File: config.mk
export PLATFORM = sky130hd
export DESIGN_NAME = tmm_ram
export DESIGN_NICKNAME = d
export VERILOG_FILES = /design/src/rtl/core/tmm_ram.sv
export SDC_FILE = /design/constraint.sdc
export NUM_CORES = 2
export LEC_CHECK = 0
export BUFFER_PORTS_ARGS = -buffer_cell sky130_fd_sc_hd__buf_2
export CAP_MARGIN = 10
export CORE_MARGIN = 1.5
export CORE_UTILIZATION = 50
export CTS_CLUSTER_DIAMETER = 30
export CTS_CLUSTER_SIZE = 40
export DETAILED_ROUTE_END_ITERATION = 10
export HOLD_SLACK_MARGIN = 0.08
export PLACE_DENSITY = 0.65
export SLEW_MARGIN = 10
export SYNTH_ARGS = -nofsm -noshare
export SYNTH_HDL_FRONTEND = slang
export SYNTH_SLANG_ARGS = --single-unit
export TNS_END_PERCENT = 100
File: constraint.sdc
create_clock -name clk -period 7.95 [get_ports clk]
set_clock_uncertainty 0.05 [all_clocks]
set_input_delay 1.59 -clock clk [delete_from_list [all_inputs] [get_ports clk]]
set_output_delay 1.59 -clock clk [all_outputs]
set_load 0.01 [all_outputs]
File: src/rtl/core/tmm_ram.sv
`default_nettype none
// ----------------------------------------------------------------------------
// tmm_ram
// Generic simple dual-port RAM: one write port, one read port, registered read.
// ----------------------------------------------------------------------------
module tmm_ram #(
    parameter int WIDTH = 32,
    parameter int DEPTH = 64
) (
    input  wire logic                     clk,
    input  wire logic                     wr_en,
    input  wire logic [$clog2(DEPTH)-1:0] wr_addr,
    input  wire logic [WIDTH-1:0]         wr_data,
    input  wire logic                     rd_en,
    input  wire logic [$clog2(DEPTH)-1:0] rd_addr,
    output logic      [WIDTH-1:0]         rd_data
);

    logic [WIDTH-1:0] mem [DEPTH];

    always_ff @(posedge clk)
    begin
        if (wr_en)
        begin
            mem[wr_addr] <= wr_data;
        end
        if (rd_en)
        begin
            rd_data <= mem[rd_addr];
        end
    end

endmodule
`default_nettype wire

Word level (Yosys, flattened, before mapping)
Memory sizes are Yosys's and may differ from the RTL's. A register that Yosys moved wholly into a read port is not among the register bits.
Cells that the tools add are included.
Storage, ports and cells
  bits of input ports: 47
  output and inout port bits: 32
  register bits after elaboration: 0
  memories kept: 1
  RAM bits: 2048
Cells by class
  multiplexer cells: 2
Memories
  mem: words 64, bits a word 32, read ports 1, clocked after Yosys merged registers in 1, wr ports 1, line 19  | logic [WIDTH-1:0] mem [DEPTH];
Operator list (number)
  $mux W1: 2

Longest topological paths before layout
  depth after elaboration: 2
  mapped depth: 10
  gate-level depth less buffers: 5

Least setup slack after synthesis
OpenSTA, ideal clock, no wires.
  path kind: input port to flip-flop
  from: input port wr_addr[3]
  to: memory mem[48][0], enable pin
  setup slack: 3150 ps
  cell stages on the path: 4
  arrival time: 4289 ps
  data required time: 7439 ps
  buffers on the path: 1
  cells stage by stage: clkbuf_1 nor2b_1 nand4b_1 nor3_1
RTL lines
  start, declared: line 12  | input wire logic [$clog2(DEPTH)-1:0] wr_addr,
  end, declared: line 19
Straight into the memory's write port.

==> impl_results.md <==
* Die Y at 400 um
* Reg power frac at 40.2%
* Global route hottest layer: met2
* CTS tree: done
* DP Area at 82,400 um2
* Fin cells at 6,153
* CP Cell Sequence: buf_8, buf_12, mux4_2, mux4_2, o22ai_1, nor2_1
* Setup violations, final at 0
* Crit path top cell by count: mux4_2
* Gr ovfl total at 0
* Core ar. at 156,000 um2
* Rows at 145
* Clk_lat worst skew at 940 ps
* Syn_nets at 3,371
* Leak at 0.0310 uW
* Worst min-delay path category: reg -> reg
* Final Cycle Share at 56.3%
* Max Slew Vio Count at 0
* IO Port Bufs at 78
* Inserted Clock Buffers at 417
* Synthesized instance count at 3,324
* CTS Root Cell: clkbuf_16
* Final WL at 210 mm
* Slew headroom at 16.0%
* Clock transition at path regs at 50 ps
* Worst-Margin Slew at 1260 ps
* Psw at 6340 uW
* Pwr Density at 316 nW/um2
* Post-synthesis simple-gate area fraction at 1.26%
* Die X at 400 um
* Die area at 160,000 um2
* Largest net degree at the start of global routing at 129
* H-tree depth at 5
* Antenna-violating nets left at 0
* Vias in the first global route at 39,600
* Dpl cells at 5,395
* Count of cell types in the netlist at 33
* Final nets at 3,803
* Sw Share at 20.8%
* Leading cell type in the layout, fill and taps excluded: edfxtp_1
* Critical path startpoint category: input pin
* Comb pwr share at 3.6%
* Final core utilization at 61.6%
* Worst VDD drop at 218 uV
* Clock sink count at 2,080
* Met3 usage at 5.68%
* Post-synthesis xor/xnor area fraction at 0%
* Status: completed
* Placement Setup Slack at 2430 ps
* Synth Area in Compound Gates at 1.67%
* Max Fclk at 224 MHz
* Post-synthesis mux area share at 16.7%
* Cell area after layout at 96,300 um2
* GRT Total Usage at 26.6%
* Met2 GRT Util at 41.7%
* P_int at 24,100 uW
* Resize count post-CTS at 0
* Kind of critical path: in -> reg
* Initial core utilization at 50.4%
* RSZ-0062 raised after global routing: false
* Cts hold-fix bufs at 0
* Tmin final at 4470 ps
* DR iter-0 viols at 5,709
* Sequential area share after synthesis at 79.2%
* CP max stage cell: o22ai_1
* Clk pwr share at 56.2%
* MaxCap Viol Count at 0
* Setup_tns at 0 ps
* Final RePlAce weighted congestion at 0.804
* # IOs at 79
* GR Layer Usage met1 at 38.0%
* CP arrival at 5030 ps
* Setup Fix Bufs, Post-CTS at 0
* Final Hold Violating Endpoints at 0
* Mapped cell area at 78,800 um2
* Bufs and invs on worst path at 2
* Synth Register Bits at 2,080
* Commonest non-fill, non-tap cells in the layout: edfxtp_1 (2,080), mux4_2 (544), clkbuf_16 (423)
* Yosys warnings at 0
* Area Growth Syn to Fin at 22.2%
* Largest family of logic cells by synthesized area: multiplexers
* First-pass DRT Iterations at 5
* Setup ws final at 3480 ps
* Layout cell share with drive strength beyond 1 at 35.7%
* Final HPWL DP at 107 mm
* Worst-path fanout max at 77
* Avg WL per Cell at 34.1 um
* Worst Path Required at 8510 ps
* Crit. End Element: register
* Initial antenna violation count at 16
* DRC errors left at 0
* Post-Synth Adder-Cell Area at 0%
* Cell family with most CP delay: multiplexers
* Via density at 6.32
* Max incr delay on CP at 880 ps
* CTS max path bufs at 4
* First-pass GRT wire length at 296 mm
* Mean area per synthesized cell at 23.7 um2
* Vias at 38,900
[tightest hold or removal path, cell delays in order (launching register included)]
cell and delay [ps]:
edfxtp_1 320, mux2i_1 70, nand2_1 70, a311oi_1 120, nor3_1 180
[worst paths after layout]
kind                          from               endpoint  slack (ps)  cells past startpoint
min reg2reg  mem[12][20]$_DFFE_PP_  rd_data[20]$_DFFE_PP_         820                      4
max reg2reg   mem[3][10]$_DFFE_PP_  rd_data[10]$_DFFE_PP_        5110                      4
min          mem[12][20]$_DFFE_PP_  rd_data[20]$_DFFE_PP_         820                      4
max                     rd_addr[0]  rd_data[10]$_DFFE_PP_        3480                      6
[power groups by stage]
stage | clock (uW) | sequential (uW) | combinational, uW
global placement | 0 | 12400 | 1080
detailed placement | 0 | 12400 | 1090
floorplan | 0 | 12400 | 591
CTS | 17200 | 12200 | 1100
global route | 17800 | 12200 | 1150
finish | 17100 | 12200 | 1090
[Yosys cell counts, drive strengths merged]
| master | n | area (um2) |
|---|---|---|
| mux2i | 93 | 931 |
| edfxtp | 2080 | 62500 |
| o22ai | 84 | 526 |
| nand3b | 5 | 37.5 |
| o32ai | 4 | 35.0 |
| o221ai | 27 | 236 |
| clkbuf | 74 | 278 |
| nor2 | 137 | 514 |
| a21oi | 62 | 310 |
| a22oi | 12 | 90.1 |
| mux4 | 544 | 12300 |
| or3 | 3 | 18.8 |
| or3b | 5 | 43.8 |
| and3 | 4 | 25.0 |
| or2 | 3 | 18.8 |
| a311oi | 8 | 70.1 |
| a31oi | 1 | 6.26 |
| and2 | 2 | 12.5 |
| nand4 | 2 | 12.5 |
| nand4b | 1 | 8.76 |
| nand3 | 5 | 25.0 |
| buf | 108 | 608 |
| nor2b | 15 | 93.8 |
| nor3 | 7 | 35.0 |
| nand2b | 8 | 50.1 |
| nand2 | 26 | 97.6 |
| a41o | 4 | 40.0 |
[area by class of cell]
cell class	count	area [um2]
fillers	10400	60000
diodes	7	17.5
well taps	2058	2570
clock buffers	466	10700
flip-flops and latches	2080	62500
multi-input cells	1062	16000
clock inverters	285	3160
repair buffers	195	1410
[per-stage QoR]
stage / hold WS (ps) / total power (uW)
finish: 815 / 30400
global route: 875 / 31200
CTS: 812 / 30600
floorplan: 700 / 13000
global placement: 778 / 13500
detailed placement: 807 / 13500
[flip-flops by register name (all words and copies together) (netlist names)]
name     flops
mem       2048
rd_data     32
[cells by family after synthesis]
group,after synthesis
flops,2080
mux,637
simple gates,223
compound gates,202
buf+inv,182
[routing by layer]
metal	vias up	share of wire (%)	wire, um
li1	15400	-	-
met1	20900	39	82500
met2	2271	48	101000
met3	398	10	21000
met4	6	2.6	5480
met5	-	0.018	37
(Power assumes the default switching activity.)
